[src/design/mnp_pkg.sv]
// ----------------------------------------------------------------------------
// mnp_pkg
// shared types and constants for the midi note priority cv block
// ----------------------------------------------------------------------------
package mnp_pkg;

	localparam int STACK_DEPTH_DEF = 8;
	localparam int QUEUE_DEPTH     = 2;

	localparam logic [7:0] NOTE_ON_STATUS = 8'h90;
	localparam logic [7:0] STATUS_MIN     = 8'h80;
	localparam logic [6:0] OFFSET_RESET   = 7'd21;

	// one command handed from the parser to the stack engine
	typedef struct packed {
		logic       push;   // 1: note on, 0: note off (velocity zero)
		logic [6:0] note;
	} cmd_t;

	// command plus its valid strobe
	typedef struct packed {
		logic valid;
		cmd_t cmd;
	} cmd_req_t;

	// parser position inside a message
	typedef enum logic [2:0] {
		POS_NONE = 3'b001,
		POS_NOTE = 3'b010,
		POS_VEL  = 3'b100
	} pos_t;

	// stack engine sequencer
	typedef enum logic [3:0] {
		BK_IDLE  = 4'b0001,
		BK_MATCH = 4'b0010,
		BK_APPLY = 4'b0100,
		BK_EMIT  = 4'b1000
	} bk_state_t;

endpackage

[src/design/mnp_front.sv]
// ----------------------------------------------------------------------------
// mnp_front
// midi byte parser: tracks running status and issues note on / off commands
// ----------------------------------------------------------------------------
module mnp_front (
	input  logic              clk,
	input  logic              arst_n,
	input  logic              in_valid,
	output logic              in_ready,
	input  logic [7:0]        rx_byte,
	input  logic              q_full,
	output mnp_pkg::cmd_req_t cmd_push
);
	import mnp_pkg::*;

	pos_t       pos_q;
	logic       active_q;
	logic [6:0] pending_q;
	logic       accept;
	logic       is_status;

	assign in_ready  = !q_full;
	assign accept    = in_valid && in_ready;
	assign is_status = rx_byte inside {[STATUS_MIN:8'hFF]};

	// a velocity byte under note-on status becomes a command
	always_comb begin
		cmd_push.valid    = accept && !is_status && (pos_q == POS_VEL) && active_q;
		cmd_push.cmd.push = (rx_byte != 8'd0);
		cmd_push.cmd.note = pending_q;
	end

	always_ff @(posedge clk or negedge arst_n) begin
		if (!arst_n) begin
			pos_q     <= POS_NONE;
			active_q  <= 1'b0;
			pending_q <= '0;
		end else if (accept) begin
			if (is_status) begin
				active_q <= (rx_byte == NOTE_ON_STATUS);
				pos_q    <= POS_NOTE;
			end else begin
				case (pos_q)
					POS_NOTE: begin
						if (active_q) begin
							pending_q <= rx_byte[6:0];
						end
						pos_q <= POS_VEL;
					end
					POS_VEL:  pos_q <= POS_NOTE;
					default:  pos_q <= POS_NOTE;
				endcase
			end
		end
	end

endmodule

[src/design/mnp_cmd_fifo.sv]
// ----------------------------------------------------------------------------
// mnp_cmd_fifo
// short command queue between the parser and the stack engine
// ----------------------------------------------------------------------------
module mnp_cmd_fifo (
	input  logic              clk,
	input  logic              arst_n,
	input  mnp_pkg::cmd_req_t wr,
	output logic              full,
	output mnp_pkg::cmd_req_t rd,
	input  logic              pop
);
	import mnp_pkg::*;

	localparam int PW = (QUEUE_DEPTH > 1) ? $clog2(QUEUE_DEPTH) : 1;
	localparam int CW = $clog2(QUEUE_DEPTH + 1);

	cmd_t          mem_q [QUEUE_DEPTH];
	logic [PW-1:0] wr_ptr_q;
	logic [PW-1:0] rd_ptr_q;
	logic [CW-1:0] cnt_q;
	logic          do_wr;
	logic          do_rd;

	assign full     = (cnt_q == CW'(QUEUE_DEPTH));
	assign rd.valid = (cnt_q != '0);
	assign rd.cmd   = mem_q[rd_ptr_q];
	assign do_wr    = wr.valid && !full;
	assign do_rd    = pop && rd.valid;

	always_ff @(posedge clk) begin
		if (do_wr) begin
			mem_q[wr_ptr_q] <= wr.cmd;
		end
	end

	always_ff @(posedge clk or negedge arst_n) begin
		if (!arst_n) begin
			wr_ptr_q <= '0;
			rd_ptr_q <= '0;
			cnt_q    <= '0;
		end else begin
			if (do_wr) begin
				wr_ptr_q <= (wr_ptr_q == PW'(QUEUE_DEPTH - 1)) ? '0 : wr_ptr_q + 1'b1;
			end
			if (do_rd) begin
				rd_ptr_q <= (rd_ptr_q == PW'(QUEUE_DEPTH - 1)) ? '0 : rd_ptr_q + 1'b1;
			end
			case ({do_wr, do_rd})
				2'b10:   cnt_q <= cnt_q + 1'b1;
				2'b01:   cnt_q <= cnt_q - 1'b1;
				default: cnt_q <= cnt_q;
			endcase
		end
	end

endmodule

[src/design/mnp_stack.sv]
// ----------------------------------------------------------------------------
// mnp_stack
// held-note stack engine: push / remove, then cv and gate result register
// ----------------------------------------------------------------------------
module mnp_stack #(
	parameter int STACK_DEPTH = mnp_pkg::STACK_DEPTH_DEF
) (
	input  logic              clk,
	input  logic              arst_n,
	input  mnp_pkg::cmd_req_t cmd_in,
	output logic              cmd_pop,
	input  logic              cfg_valid,
	output logic              cfg_ready,
	input  logic [6:0]        note_offset,
	output logic              out_valid,
	input  logic              out_ready,
	output logic [7:0]        cv_value,
	output logic              gate
);
	import mnp_pkg::*;

	localparam int CW = $clog2(STACK_DEPTH + 1);

	bk_state_t              state_q;
	cmd_t                   cmd_q;
	logic [6:0]             held_q [STACK_DEPTH];
	logic [CW-1:0]          count_q;
	logic [STACK_DEPTH-1:0] match_d;
	logic [STACK_DEPTH-1:0] match_q;
	logic [STACK_DEPTH-1:0] shift_rm;
	logic                   found;
	logic [6:0]             offset_q;
	logic                   out_valid_q;
	logic [7:0]             cv_q;
	logic                   gate_q;

	assign cfg_ready = 1'b1;
	assign cmd_pop   = (state_q == BK_IDLE);
	assign out_valid = out_valid_q;
	assign cv_value  = cv_q;
	assign gate      = gate_q;

	// compare every live slot against the note to remove
	always_comb begin
		for (int i = 0; i < STACK_DEPTH; i++) begin
			match_d[i] = (CW'(i) < count_q) && (held_q[i] == cmd_q.note);
		end
	end

	// slots at or above the deepest match move up by one
	assign found = |match_q;
	always_comb begin
		for (int i = 0; i < STACK_DEPTH; i++) begin
			shift_rm[i] = found && ((match_q >> (i + 1)) == '0);
		end
	end

	always_ff @(posedge clk or negedge arst_n) begin
		if (!arst_n) begin
			offset_q <= OFFSET_RESET;
		end else if (cfg_valid && cfg_ready) begin
			offset_q <= note_offset;
		end
	end

	always_ff @(posedge clk) begin
		case (state_q)
			BK_IDLE:  cmd_q   <= cmd_in.cmd;
			BK_MATCH: match_q <= match_d;
			default:  ;
		endcase
	end

	always_ff @(posedge clk or negedge arst_n) begin
		if (!arst_n) begin
			state_q     <= BK_IDLE;
			count_q     <= '0;
			out_valid_q <= 1'b0;
			cv_q        <= '0;
			gate_q      <= 1'b0;
			for (int i = 0; i < STACK_DEPTH; i++) begin
				held_q[i] <= '0;
			end
		end else begin
			if (out_valid_q && out_ready && (state_q != BK_EMIT)) begin
				out_valid_q <= 1'b0;
			end
			case (state_q)
				BK_IDLE: begin
					if (cmd_in.valid) begin
						state_q <= BK_MATCH;
					end
				end
				BK_MATCH: state_q <= BK_APPLY;
				BK_APPLY: begin
					if (cmd_q.push) begin
						held_q[0] <= cmd_q.note;
						for (int i = 1; i < STACK_DEPTH; i++) begin
							if (CW'(i) <= count_q) begin
								held_q[i] <= held_q[i-1];
							end
						end
						if (count_q != CW'(STACK_DEPTH)) begin
							count_q <= count_q + 1'b1;
						end
					end else begin
						for (int i = 0; i < STACK_DEPTH - 1; i++) begin
							if (shift_rm[i] && (CW'(i + 1) < count_q)) begin
								held_q[i] <= held_q[i+1];
							end
						end
						if (found) begin
							count_q <= count_q - 1'b1;
						end
					end
					state_q <= BK_EMIT;
				end
				BK_EMIT: begin
					if (!out_valid_q || out_ready) begin
						out_valid_q <= 1'b1;
						cv_q        <= {1'b0, held_q[0]} - {1'b0, offset_q};
						gate_q      <= (count_q != '0);
						state_q     <= BK_IDLE;
					end else begin
						out_valid_q <= 1'b1;
					end
				end
				default: state_q <= BK_IDLE;
			endcase
		end
	end

endmodule

[src/design/midi_note_priority_cv_top.sv]
// path: a velocity byte under note-on status is written into the queue when it is
//   accepted, then taken by the stack engine; it waits longer while earlier commands are still in the
//   stack engine or the result register waits on out_ready
// flow: bytes are taken while the queue is not full; each note on / off goes through
//   pop, compare, stack update and result load in the stack engine, one at a time
// reset: arst_n clears parser, queue, stack and result register at once; offset is 21
// ----------------------------------------------------------------------------
// midi_note_priority_cv_top
// midi bytes in, last-note-priority cv value and gate out
// ----------------------------------------------------------------------------
module midi_note_priority_cv_top #(
	parameter int STACK_DEPTH = mnp_pkg::STACK_DEPTH_DEF
) (
	input  logic       clk,
	input  logic       arst_n,
	// midi byte items
	input  logic       in_valid,
	output logic       in_ready,
	input  logic [7:0] rx_byte,
	// result items
	output logic       out_valid,
	input  logic       out_ready,
	output logic [7:0] cv_value,
	output logic       gate,
	// note offset register write
	input  logic       cfg_valid,
	output logic       cfg_ready,
	input  logic [6:0] note_offset
);
	import mnp_pkg::*;

	cmd_req_t q_wr;
	cmd_req_t q_rd;
	logic     q_full;
	logic     q_pop;

	// front: parses running status, latches the note, issues a command per velocity byte under note-on status
	mnp_front u_front (
		.clk      (clk),
		.arst_n   (arst_n),
		.in_valid (in_valid),
		.in_ready (in_ready),
		.rx_byte  (rx_byte),
		.q_full   (q_full),
		.cmd_push (q_wr)
	);

	// queue lets the parser keep taking bytes while the stack engine is busy
	mnp_cmd_fifo u_fifo (
		.clk    (clk),
		.arst_n (arst_n),
		.wr     (q_wr),
		.full   (q_full),
		.rd     (q_rd),
		.pop    (q_pop)
	);

	// back: stack update and registered cv / gate result
	mnp_stack #(
		.STACK_DEPTH (STACK_DEPTH)
	) u_stack (
		.clk         (clk),
		.arst_n      (arst_n),
		.cmd_in      (q_rd),
		.cmd_pop     (q_pop),
		.cfg_valid   (cfg_valid),
		.cfg_ready   (cfg_ready),
		.note_offset (note_offset),
		.out_valid   (out_valid),
		.out_ready   (out_ready),
		.cv_value    (cv_value),
		.gate        (gate)
	);

endmodule

[config.mk]
export PLATFORM = sky130hd
export DESIGN_NAME = midi_note_priority_cv_top
export DESIGN_NICKNAME = d
export VERILOG_FILES = /design/src/design/mnp_pkg.sv /design/src/design/mnp_front.sv /design/src/design/mnp_cmd_fifo.sv /design/src/design/mnp_stack.sv /design/src/design/midi_note_priority_cv_top.sv
export SDC_FILE = /design/constraint.sdc
export NUM_CORES = 1
export LEC_CHECK = 0
export BUFFER_PORTS_ARGS = -buffer_cell sky130_fd_sc_hd__buf_2
export CAP_MARGIN = 20
export CORE_MARGIN = 3
export CORE_UTILIZATION = 30
export DETAILED_ROUTE_END_ITERATION = 8
export MAX_ROUTING_LAYER = met4
export PLACE_DENSITY_LB_ADDON = 0.05
export SLEW_MARGIN = 20
export SYNTH_ARGS = -nofsm -noshare
export SYNTH_HDL_FRONTEND = slang
export SYNTH_SLANG_ARGS = --single-unit
[constraint.sdc]
create_clock -name clk -period 2.5 [get_ports clk]
set_input_delay 0 -clock clk [delete_from_list [all_inputs] [get_ports clk]]
set_output_delay 0 -clock clk [all_outputs]
set_load 0.05 [all_outputs]
# After elaboration in Yosys (flattened, before gate mapping)
# Memories as Yosys holds them, arrays and structs flattened. A register that Yosys moved wholly into a read port is not among the register bits.
# Index checks and enable logic that the tools add are counted.
[totals] regBits=104 latch_bits=0 mem_bits_rw=16 rom_bits=0 in_bits=20 output_inout_bits=12 wordCells=174 mem_count=1
[classes] add_sub_neg=7 multipliers=0 div_mod_pow=0 order_cmp=17 eq_ne=29 n_shift=0 mux=29 bitwise_logic=1 n_reduce_logical=69
[memory_table] memory="u_fifo.mem_q" depth=2 width=8 read_ports=1 rd_clocked_by_memory_dff=1 wr=1 line="mnp_cmd_fifo.sv:18" text="cmd_t mem_q [QUEUE_DEPTH];"
[ops] cell="$mux W7" n=13
[ops] cell="$eq A7 B7 Y1" n=8
[ops] cell="$logic_not A8 Y1" n=7
[ops] cell="$mux W49" n=1
[ops] cell="$logic_and A1 B1 Y1" n=31
[ops] cell="$reduce_and A3 Y1" n=8
[ops] cell="$reduce_bool A2 Y1" n=11
[ops] cell="$mux W4" n=5
[ops] cell="$le A3 B4 Y1 const A" n=4
[ops] cell="$lt A3 B4 Y1 const A" n=4
[ops] cell="$pmux W4 S4" n=1
[ops] cell="$ne A2 B2 Y1 const B" n=7
[ops] cell="$eq A8 B8 Y1 const B" n=1
[ops] cell="$ge A8 B8 Y1 const B" n=1
[ops] cell="$le A2 B4 Y1 const A" n=2
[ops] cell="$le A8 B8 Y1 const B" n=1
[ops] cell="$lt A1 B4 Y1 const A" n=2
[ops] cell="$lt A2 B4 Y1 const A" n=2
[ops] cell="$ne A4 B4 Y1 const B" n=2
[ops] cell="$reduce_and A2 Y1" n=4
[ops] cell="$reduce_bool A8 Y1" n=1
[ops] cell="$reduce_or A8 Y1" n=1
[ops] cell="$sub A7 B7 Y8" n=1
[ops] cell="$mux W1" n=6
[ops] cell="22 further kinds" n=28

# Depth between registers and ports, before layout
# Gate-level depths: netlist (run 1).
[depth] ltp_word=9 ltp_mapped=7 ltp_nobuf=7

# By module
# From an unflattened synthesis (run 1), not the netlist that was laid out.
[hier_totals] cells_unflattened=567 area_unflattened_um2=6562.5
[by_module_without_submodules] mod="mnp_stack" n_inst=1 cells_each=487 area_each_um2=5290.1 seq_area_each_um2=2512.4
[by_module_without_submodules] mod="mnp_cmd_fifo" n_inst=1 cells_each=43 area_each_um2=774.5 seq_area_each_um2=580.6
[by_module_without_submodules] mod="mnp_front" n_inst=1 cells_each=37 area_each_um2=498.0 seq_area_each_um2=276.5

# Least setup slack after synthesis (run 1)
# OpenSTA, ideal clock, no wires.
[synth_path] path_kind="reg2reg" from="register u_stack.state_q[0]" to="register u_fifo.cnt_q[1]" setup_ns=0.079 arrival_time_ns=2.468 t_required_ns=2.421 path_slack_ns=-0.048 stages_incl_launch_ff=6 path_buffers=0 synth_period_minus_slack_ns=2.548 cell_sequence="dfstp_2 -> nor4b_1 -> o21a_1 -> ha_1 -> nor2_1 -> xor2_1"
[synth_via] elab_chain_cells=4 elab_cells_between_ends=6 classes_between="eq/ne (3); mux (1); reduce/logical (2)"
[synth_lines] element="from (decl)" line="mnp_stack.sv:24" text="bk_state_t state_q;"
[synth_lines] element="from (signal assigned)" line="mnp_stack.sv:76" text="state_q <= BK_IDLE;"
[synth_lines] element="from (signal assigned)" line="mnp_stack.sv:91" text="state_q <= BK_MATCH;"
[synth_lines] element="from (signal assigned)" line="mnp_stack.sv:94" text="BK_MATCH: state_q <= BK_APPLY;"
[synth_lines] element="$eq A4 B1 Y1 *" line="mnp_stack.sv:38" text="assign cmd_pop = (state_q == BK_IDLE);"
[synth_lines] element="$logic_and A1 B1 Y1 *" line="mnp_cmd_fifo.sv:29" text="assign do_rd = pop && rd.valid;"
[synth_lines] element="named net u_fifo.do_rd" line="mnp_cmd_fifo.sv:23" text="logic do_rd;"
[synth_lines] element="$eq A2 B1 Y1 or $eq A2 B2 Y1 (tied branches)" line="mnp_cmd_fifo.sv:49" text="case ({do_wr, do_rd})"
[synth_lines] element="$pmux W2 S2 or $reduce_bool A2 Y1 (tied branches)"
[synth_lines] element="to (signal assigned)" line="mnp_cmd_fifo.sv:50" text="2'b10: cnt_q <= cnt_q + 1'b1;"
[synth_lines] element="to (signal assigned)" line="mnp_cmd_fifo.sv:51" text="2'b01: cnt_q <= cnt_q - 1'b1;"
[synth_lines] element="to (signal assigned)" line="mnp_cmd_fifo.sv:52" text="default: cnt_q <= cnt_q;"
[synth_lines] element="to (decl)" line="mnp_cmd_fifo.sv:21" text="logic [CW-1:0] cnt_q;"
# Mark *: on every way through the listed nets, which the timed path passes. The rest lies on a longest branch.
# A chain may end at the register's enable or synchronous reset.

# Worst setup path after layout (run 1)
[layout_path] from="register u_stack.count_q[1]" to="register u_stack.held_q[36] (netlist name)"
[layout_via] elab_chain_cells=4 elab_cells_between_ends=6 classes_between="order compare (2); eq/ne (1); reduce/logical (3)"
[layout_lines] element="from (decl)" line="mnp_stack.sv:27" text="logic [CW-1:0] count_q;"
[layout_lines] element="from (signal assigned)" line="mnp_stack.sv:104" text="count_q <= count_q + 1'b1;"
[layout_lines] element="from (signal assigned)" line="mnp_stack.sv:113" text="count_q <= count_q - 1'b1;"
[layout_lines] element="$lt A2 B4 Y1" line="mnp_stack.sv:108" text="if (shift_rm[i] && (CW'(i + 1) < count_q)) begin"
[layout_lines] element="$logic_and A1 B1 Y1" line="mnp_stack.sv:108"
[layout_lines] element="$reduce_bool A2 Y1 (no source line)"
[layout_lines] element="$reduce_and A3 Y1 (no source line) *"
[layout_lines] element="to (signal, indexed assignment)" line="mnp_stack.sv:100" text="held_q[i] <= held_q[i-1];"
[layout_lines] element="to (signal, indexed assignment)" line="mnp_stack.sv:109" text="held_q[i] <= held_q[i+1];"
[layout_lines] element="to (decl)" line="mnp_stack.sv:26" text="logic [6:0] held_q [STACK_DEPTH];"
# Every way passes the cells marked *; elsewhere a longest branch is shown, timed or not.

==> results of run 1 <==
==> cell families (layout without fill, tap and decap cells) <==
logic type | count (synthesis) | after routing | synth area share [%]
AO/OA/AOI/OAI | 80 | 80 | 8.979
XOR/XNOR | 66 | 66 | 8.518
adder cells (fa/ha/maj) | 14 | 14 | 2.692
buffers and inverters | 40 | 129 | 2.526
flip-flops | 128 | 128 | 49.65
multiplexers | 100 | 100 | 16.85
other | 1 | 1 | 0.05526
AND/OR/NAND/NOR | 127 | 127 | 10.73
==> cells in the final DEF, fill, tap and decap left out, drive strengths merged, types with 11 or more instances in the layout <==
cell,Yosys,routed
xnor2,52,52
dlygate4sd3,0,32
mux2,93,93
nand4,11,11
nor2,19,19
buf,8,49
o21ai,18,18
o21a,12,12
clkbuf,16,18
nand2,29,29
dfrtp,91,91
edfxtp,32,32
xor2,14,14
ha,13,13
inv,15,26
==> sequential cells by signal, summed over array words and instances (netlist names), 2 cells and up <==
name / cells
u_stack.count_q: 4
u_stack.held_q: 56
u_stack.cmd_q: 8
u_stack.state_q: 4
u_front.pos_q: 3
u_front.pending_q: 7
u_stack.cv_value: 8
u_stack.match_q: 8
u_stack.offset_q: 7
u_fifo.cnt_q: 2
u_fifo.mem_q: 16
==> where the power goes <==
group / switching, mW / internal (mW) / total [mW]
sequential: 0.653 / 2.55 / 3.21
combinational: 1.47 / 1.26 / 2.73
clock: 1.08 / 1.35 / 2.43
==> worst paths after layout <==
kind	startpoint	endpoint	slack, ps	cells past startpoint
max	u_stack.count_q[1]	u_stack.held_q[36]	210	4
max in group asynchronous	arst_n	u_stack.state_q[0]	1620	3
min in group clk	rx_byte[0]	u_front.pending_q[0]	350	3
min reg2reg	u_front.pending_q[6]	u_fifo.mem_q[1][6]	460	0
max reg2reg	u_stack.count_q[1]	u_stack.held_q[36]	210	4
min	arst_n	u_stack.cv_value[1]	140	2
==> area by class of cell <==
class	instances	area share (%)
flip-flops and latches	128	40.86
multi-input cells	388	39.58
clock buffers	18	5.325
inverters	16	0.7283
clock inverters	14	1.639
repair buffers	81	7.616
well taps	280	4.248
==> critical path, cell delays in order, from the launching register on <==
cell	delay [ps]
dfrtp_1	460
ha_1	320
o311ai_0	470
o41a_1	570
mux2_4	350
==> per-stage QoR <==
stage	setup slack [ps]	hold slack, ps	area [sq um]	power [mW]	util [%]
global route	113.0	206.1	8247	8.893	37.44
finish	205.8	135.3	8247	8.372	37.44
global placement	268.4	71.59	7352	5.964	33.38
floorplan	363.4	-295.6	6793	5.071	-
CTS	205.1	164.0	8247	8.521	37.44
detailed placement	250.2	78.62	7352	5.978	33.38
==> repair_timing <==
action,CTS,global route
resized for setup,0,0
hold buffers,32,0
buffers inserted,0,0
endpoints found under the hold margin,64,0
==> metal layers <==
metal | vias to the layer above | GRT usage, %
met5 | - | -
met4 | 0 | 3.793
met3 | 12 | 3.153
met2 | 60 | 23.20
met1 | 2261 | 22.05
li1 | 2189 | -
==> flow_summary.yaml, run 1 <==
detailed_routing:
  wl_per_cell_um: 18.94
  routedLengthMet1_um: 9000
  ant_nets: 0
  drtPass1Iterations: 4
  route.met3.wl_um: 446
  wl_met2_um: 7883
  vias: 4522
  drt-total-wl_um: 17520
  first_iter_violations: 235
  post-route-drc-count: 0
  vias_per_cell: 4.889
  top_layer_used: "met4"
synthesis:
  synthFlopType: "dfrtp_1"
  ys_warn_count: 0
  synth_top_area_cell: "dfrtp_1"
  syn_avg_cell_area_sq_um: 12.21
  syn-instance-count: 556
  syn_area_sq_um: 6787
  yosys_register_bits: 128
  syn-num-nets: 590
  synth_area_leaders: "dfrtp_1 (34%), mux2_2 (14%), edfxtp_1 (14%)"
  seq_area_frac_synth_pct: 49.65
  synth_top_area_share_pct: 33.55
  synth_most_common_cell: "dfrtp_1"
  async_reset_ff_share_pct: 75.00
  synthDistinctLibCells: 66
  synth_common_cells: "dfrtp_1 (91), mux2_2 (86), xnor2_1 (52)"
  synth_edf_count: 32
placement:
  place_congestion: 0.7869
  dp_hpwl_um: 12380
  place_inst: 861
  portBuffers: 30
global_routing:
  grt_pass1_vias: 4701
  grt_use_total_pct: 15.64
  gr-total-overflow: 0
  grt_start_max_net_pins: 52
  antenna_found_initial: 0
  grt_pass1_wl_um: 28460
floorplan:
  die_h_um: 156.4
  coreArea_sq_um: 22030
  rows: 54
  start_util_pct: 30.81
  die_w_um: 156.4
  die_area_sq_um: 24460
  io_pins: 32
final_layout:
  antenna_cells: 0
  drive_gt1_share_pct: 30.23
  multiInputGateArea_sq_um: 3264
  layout.nets: 666
  nFillCells: 2148
  syn_to_final_growth_pct: 21.52
  finalNonFillerCells: 925
  regArea_sq_um: 3369
power:
  p_per_area_nw_per_um2: 1015
  power.leakage_nw: 3.514
  vdd.ir_drop.worst_mv: 0.3642
setup_path:
  endpoint_kind: "flip-flop"
  start_kind: "flip-flop"
  crit_type: "reg -> reg"
  cp_max_fo: 7
  worstPathRequired_ps: 2800
  worstPathArrival_ps: 2600
timing:
  fin_crit_sh_pct: 91.77
  max_slew.worst_pin.slew_ps: 739.9
  setup_viol: 0
  fin_skew_ps: 12.53
  slew_headroom_pct: 50.68
  grt_setup_unrepaired: "no"
  fin_crit_ps: 2294
  hold_violations: 0
  slew_violations: 0
  fmax_mhz: 435.9
  fin_tns_setup_ps: 0
clock_network:
  h-tree-depth: 4
  cts_buffers: 17
  cts_max_path_buffers: 2
  cts.clk_slew.worst_paths_ps: 60
  cts_tree: "done"
  clock-sinks: 128
  clk_latency_ps: 430
  clockRootBuffer: "clkbuf_16"
run:
  drv_cap: 0
run_status:
  status: "completed"
hold_path:
  worstHoldPathType: "in -> async"
Note: power is estimated with default switching activity, not from simulation.
==> run 2, diff against run 1 <==
- clock period: 2.5 -> 2.95 ns (I/O delays scaled with it)
==> flow_summary.yaml, run 2 (synthesis gave the netlist of run 1 again) <==
run_status:
  status: "completed"
clock_network:
  cts_max_path_buffers: 2
  ctsResizeCount: 0
  cts_buffers: 17
  cts.clk_slew.worst_paths_ps: 70
  h-tree-depth: 4
  clockRootBuffer: "clkbuf_16"
  clk_latency_ps: 420
  cts_tree: "done"
  clock-sinks: 128
  cts_hold_buf: 32
  post_cts.repair.setup_buffers: 0
timing:
  slew_headroom_pct: 51.03
  fin_crit_sh_pct: 77.10
  fin_crit_ps: 2275
  hold_violations: 0
  fmax_mhz: 439.6
  max_slew.worst_pin.slew_ps: 731.8
  slew_violations: 0
  setup_viol: 0
  fin_skew_ps: 10.02
  fin_tns_setup_ps: 0
  grt_setup_unrepaired: "no"
placement:
  portBuffers: 30
  place_congestion: 0.8133
  dp_hpwl_um: 12070
setup_path:
  crit_buf_inv: 0
  cpPeakStageDelay_ps: 690
  endpoint_kind: "flip-flop"
  r2r_cells: 3
  r2r_setup_slack_ps: 680
  cp_max_fo: 12
  reg2reg_from: "u_stack.state_q[1]"
  worstReg2RegEnd: "u_stack.held_q[13]"
  start_kind: "flip-flop"
  worstPathRequired_ps: 3250
  slowest_stage: "or4b_4"
  crit_chain: "or4b_4 -> nor4_4 -> mux2_2"
  cp_top_family: "simple AND/OR/NAND/NOR gates"
  worstPathArrival_ps: 2570
  crit_type: "reg -> reg"
global_routing:
  gr-total-overflow: 0
  grt_start_max_net_pins: 51
  grt_use_total_pct: 15.22
  grt_pass1_vias: 4810
  antenna_found_initial: 0
  grt_pass1_wl_um: 27960
floorplan:
  rows: 54
  die_h_um: 156.4
  die_area_sq_um: 24460
  die_w_um: 156.4
  start_util_pct: 30.81
  coreArea_sq_um: 22030
  io_pins: 32
power:
  vdd.ir_drop.worst_mv: 0.3913
  power.leakage_nw: 3.456
  p_per_area_nw_per_um2: 865.2
final_layout:
  final_util_pct: 37.09
  antenna_cells: 0
  layout.nets: 654
  nFillCells: 2169
  reg.largest.list: "u_stack.held_q: 56 flops, u_fifo.mem_q: 16 flops"
  mostFrequentLayoutCells: "dfrtp_1 (91), mux2_2 (86), xnor2_1 (52)"
  drive_gt1_share_pct: 28.91
  largest_reg_flops: 56
  max_flop_register: "u_stack.held_q"
  syn_to_final_growth_pct: 20.37
  final_common_cell: "dfrtp_1"
detailed_routing:
  post-route-drc-count: 0
  first_iter_violations: 195
  ant_nets: 0
  wl_per_cell_um: 18.71
  vias_per_cell: 4.883
  drt-total-wl_um: 17080
  vias: 4458
  drtPass1Iterations: 4
hold_path:
  worstHoldPathType: "in -> async"
run:
  drv_cap: 0
## run 2: cell types whose count changed in the layout (fill, tap and decap cells not counted), sizes merged
| cell | change |
|---|---|
| bufinv | +1 |
| inv | +1 |
| buf | -12 |
| clkinv | -1 |
| clkbuf | -1 |
## run 2: routing by layer
metal	up-vias	wire length (um)	GRT usage (%)	share of wire, %
met3	9	374	3.097	2.2
met2	65	7918	23.47	46
met5	-	0	-	0
met4	0	125	3.543	0.73
li1	2160	-	-	-
met1	2224	8664	20.72	51
## run 2: final cells by class
cell class | instances | area [sq um] | share of cell area (%)
flip-flops and latches | 128 | 3369 | 41.25
multi-input cells | 388 | 3264 | 39.96
repair buffers | 69 | 538.0 | 6.586
clock buffers | 17 | 425.4 | 5.208
well taps | 280 | 350.3 | 4.289
clock inverters | 15 | 161.4 | 1.976
inverters | 16 | 60.06 | 0.7352
## run 2: how the worst max path moves through the flow
| stage | startpoint | endpoint | slack (ps) | depth (start not counted) |
|---|---|---|---|---|
| floorplan | u_stack.state_q[0] | u_fifo.cnt_q[1] | 400 | 5 |
| global placement | u_stack.cmd_q[7] | u_stack.held_q[11] | 700 | 4 |
| detailed placement | u_stack.state_q[1] | u_stack.held_q[40] | 680 | 3 |
| CTS | u_stack.state_q[1] | u_stack.held_q[10] | 650 | 3 |
| global route | u_stack.count_q[3] | u_stack.held_q[38] | 510 | 4 |
| finish | u_stack.state_q[1] | u_stack.held_q[13] | 680 | 3 |
## run 2: per-stage QoR
stage | area, sq um | setup slack, ps | instances | power (mW) | hold slack, ps
5_1_grt | 8169 | 508.5 | 913 | 7.518 | 213.9
2_1_floorplan | 6787 | 402.4 | 556 | 4.293 | -295.6
4_1_cts | 8169 | 647.5 | 913 | 7.171 | 174.5
3_5_place_dp | 7262 | 676.1 | 849 | 4.954 | 92.90
3_3_place_gp | 7262 | 698.5 | 849 | 4.942 | 85.13
6_report | 8169 | 675.4 | 913 | 7.067 | 164.0
## run 2: power breakdown
group / switching [mW] / internal [mW] / leakage (nW) / total, mW
Clock: 0.921 / 1.21 / 0.295 / 2.13
Combinational: 1.12 / 1.00 / 1.60 / 2.13
Sequential: 0.645 / 2.16 / 1.56 / 2.81
==> run 3, diff against run 2 <==
- ABC_AREA: not set -> 1
- clock period: 2.95 -> 2 ns (I/O delays scaled with it)
==> flow_summary.yaml, run 3 <==
floorplan:
  die_h_um: 159.3
  coreArea_sq_um: 22850
  start_util_pct: 30.87
  io_pins: 32
  rows: 55
  die_w_um: 159.3
  die_area_sq_um: 25380
detailed_routing:
  post-route-drc-count: 0
  vias_per_cell: 4.579
  ant_nets: 0
  wl_per_cell_um: 15.30
  drt-total-wl_um: 18580
  vias: 5559
  drtPass1Iterations: 5
  first_iter_violations: 338
global_routing:
  grt_pass1_vias: 5560
  antenna_found_initial: 0
  grt_use_total_pct: 15.71
  gr-total-overflow: 0
  grt_start_max_net_pins: 62
  grt_pass1_wl_um: 30640
run:
  drv_cap: 0
timing:
  fin_skew_ps: 12.28
  hold_ws_ps: 87.75
  setup_viol: 0
  hold_violations: 0
  fin_tns_setup_ps: 0
  slew_violations: 0
  fin_crit_ps: 1814
  max_slew.worst_pin.slew_ps: 660.1
  grt_setup_unrepaired: "no"
  timing.final.ws_setup_ps: 186.5
  fin_crit_sh_pct: 90.68
  fmax_mhz: 551.4
  slew_headroom_pct: 55.99
synthesis:
  ys_warn_count: 0
  synth_most_common_cell: "nand2_1"
  synth_top_area_cell: "dfrtp_1"
  syn-instance-count: 816
  syn_area_sq_um: 7052
  syn_avg_cell_area_sq_um: 8.642
  syn-num-nets: 850
  synthDistinctLibCells: 48
  yosys_register_bits: 128
  synth_top_area_share_pct: 32.29
  synth_area_leaders: "dfrtp_1 (32%), edfxtp_1 (14%), nand2_1 (13%)"
  synth_common_cells: "nand2_1 (253), dfrtp_1 (91), inv_1 (67)"
  async_reset_ff_share_pct: 75.00
  synthFlopType: "dfrtp_1"
  synth_edf_count: 32
  seq_area_frac_synth_pct: 47.78
clock_network:
  cts_tree: "done"
  ctsResizeCount: 0
  cts.clk_slew.worst_paths_ps: 60
  cts_max_path_buffers: 2
  cts_buffers: 17
  clock-sinks: 128
  clk_latency_ps: 430
  clockRootBuffer: "clkbuf_16"
  h-tree-depth: 4
power:
  p_seq_share_pct: 35.1
  p_sw_share_pct: 42.64
  p_sw_mw: 4.940
  power_frac_comb_pct: 38.2
  vdd.ir_drop.worst_mv: 0.5049
  power.leakage_nw: 3.818
  p_clk_share_pct: 26.7
  p_per_area_nw_per_um2: 1362
  p_total_mw: 11.59
  p_int_mw: 6.646
final_layout:
  finalNonFillerCells: 1214
  final_util_pct: 37.24
  max_flop_register: "u_stack.held_q"
  largest_reg_flops: 56
  layout.nets: 922
  fin_area_sq_um: 8508
  nFillCells: 2369
  reg.largest.list: "u_stack.held_q: 56 flops, u_fifo.mem_q: 16 flops"
  multiInputGateArea_sq_um: 3233
  final_common_cell: "nand2_1"
  syn_to_final_growth_pct: 20.65
  antenna_cells: 0
  mostFrequentLayoutCells: "nand2_1 (252), dfrtp_1 (91), inv_1 (67)"
  drive_gt1_share_pct: 17.20
  regArea_sq_um: 3369
setup_path:
  worstPathArrival_ps: 2010
  cp_top_family: "simple AND/OR/NAND/NOR gates"
  endpoint_kind: "flip-flop"
  crit_type: "reg -> reg"
  worstPathRequired_ps: 2190
  slowest_stage: "dfrtp_1"
  cpPeakStageDelay_ps: 440
  crit_buf_inv: 1
  crit_chain: "inv_1 -> ha_1 -> o21ai_1 -> nand2_1 -> nor4_1"
  cp_max_fo: 6
  start_kind: "flip-flop"
placement:
  placed_area_sq_um: 7600
  detailedPlace.worstSlack_ps: 169.5
  place_congestion: 0.8413
  portBuffers: 30
  dp_hpwl_um: 13860
  place_inst: 1150
run_status:
  status: "completed"
hold_path:
  worstHoldPathType: "in -> async"
[run 3: cell count changes after synthesis, moves of 9 or more]
cell | before | now
xnor2_1 | 52 | 40
nor2_1 | 18 | 28
buf_2 | 2 | 16
clkbuf_1 | 16 | 5
nand2_1 | 29 | 253
nand3_1 | 8 | 56
o21ai_1 | 0 | 15
o21a_1 | 12 | 0
inv_1 | 15 | 67
mux2_2 | 86 | 9
nor2b_1 | 9 | 0
o21ai_0 | 17 | 64
nand2_2 | 0 | 11
[run 3: timing repair]
item | CTS | global route
hold buffers | 32 | 0
endpoints found under the hold margin | 57 | 0
endpoints found under the setup margin | 0 | 0
buffers inserted | 0 | 0
[run 3: layer usage]
| layer | vias to the layer above | wire [um] | GRT usage, % | share of wire (%) |
|---|---|---|---|---|
| li1 | 2814 | - | - | - |
| met1 | 2633 | 9240 | 21.12 | 50 |
| met2 | 91 | 8392 | 23.71 | 45 |
| met3 | 21 | 596 | 4.058 | 3.2 |
| met4 | 0 | 346 | 4.099 | 1.9 |
| met5 | - | 0 | - | 0 |
[run 3: area by class of cell]
class | count | area share [%]
Clock buffer | 18 | 5.294
Clock inverter | 14 | 1.618
Inverter | 76 | 3.441
Multi-Input combinational cell | 585 | 38.00
Sequential cell | 128 | 39.60
Tap cell | 313 | 4.603
Timing Repair Buffer | 80 | 7.441
[run 3: power by group through the flow]
stage | Combinational [mW] | Sequential, mW | Clock, mW
final | 4.42 | 4.07 | 3.10
after global routing | 4.95 | 4.16 | 3.31
after CTS | 4.48 | 4.07 | 3.19
after detailed placement | 4.40 | 4.12 | 0
after global placement | 4.39 | 4.12 | 0
after floorplan | 3.22 | 4.00 | 0
[run 3: cell families after synthesis]
family,after synthesis,share of synthesized area [%]
flops,128,47.78
fa+ha+maj,14,2.591
xor+xnor,52,6.459
simple gates,393,25.12
buf+inv,103,6.405
compound gates,115,10.01
other cells,1,0.05318
mux,10,1.579
[run 3: worst paths after layout]
kind,startpoint,slack [ps],to,cells past startpoint
worst max-delay path,u_stack.count_q[0],190,u_stack.match_q[1],5
worst min-delay path,arst_n,90,u_stack.offset_q[6],2
worst max register to register,u_stack.count_q[0],190,u_stack.match_q[1],5
worst min register to register,u_front.pos_q[0],460,u_front.pos_q[0],2
max in group asynchronous,arst_n,1160,u_stack.state_q[0],3
min in group clk,rx_byte[1],310,u_front.pending_q[1],4
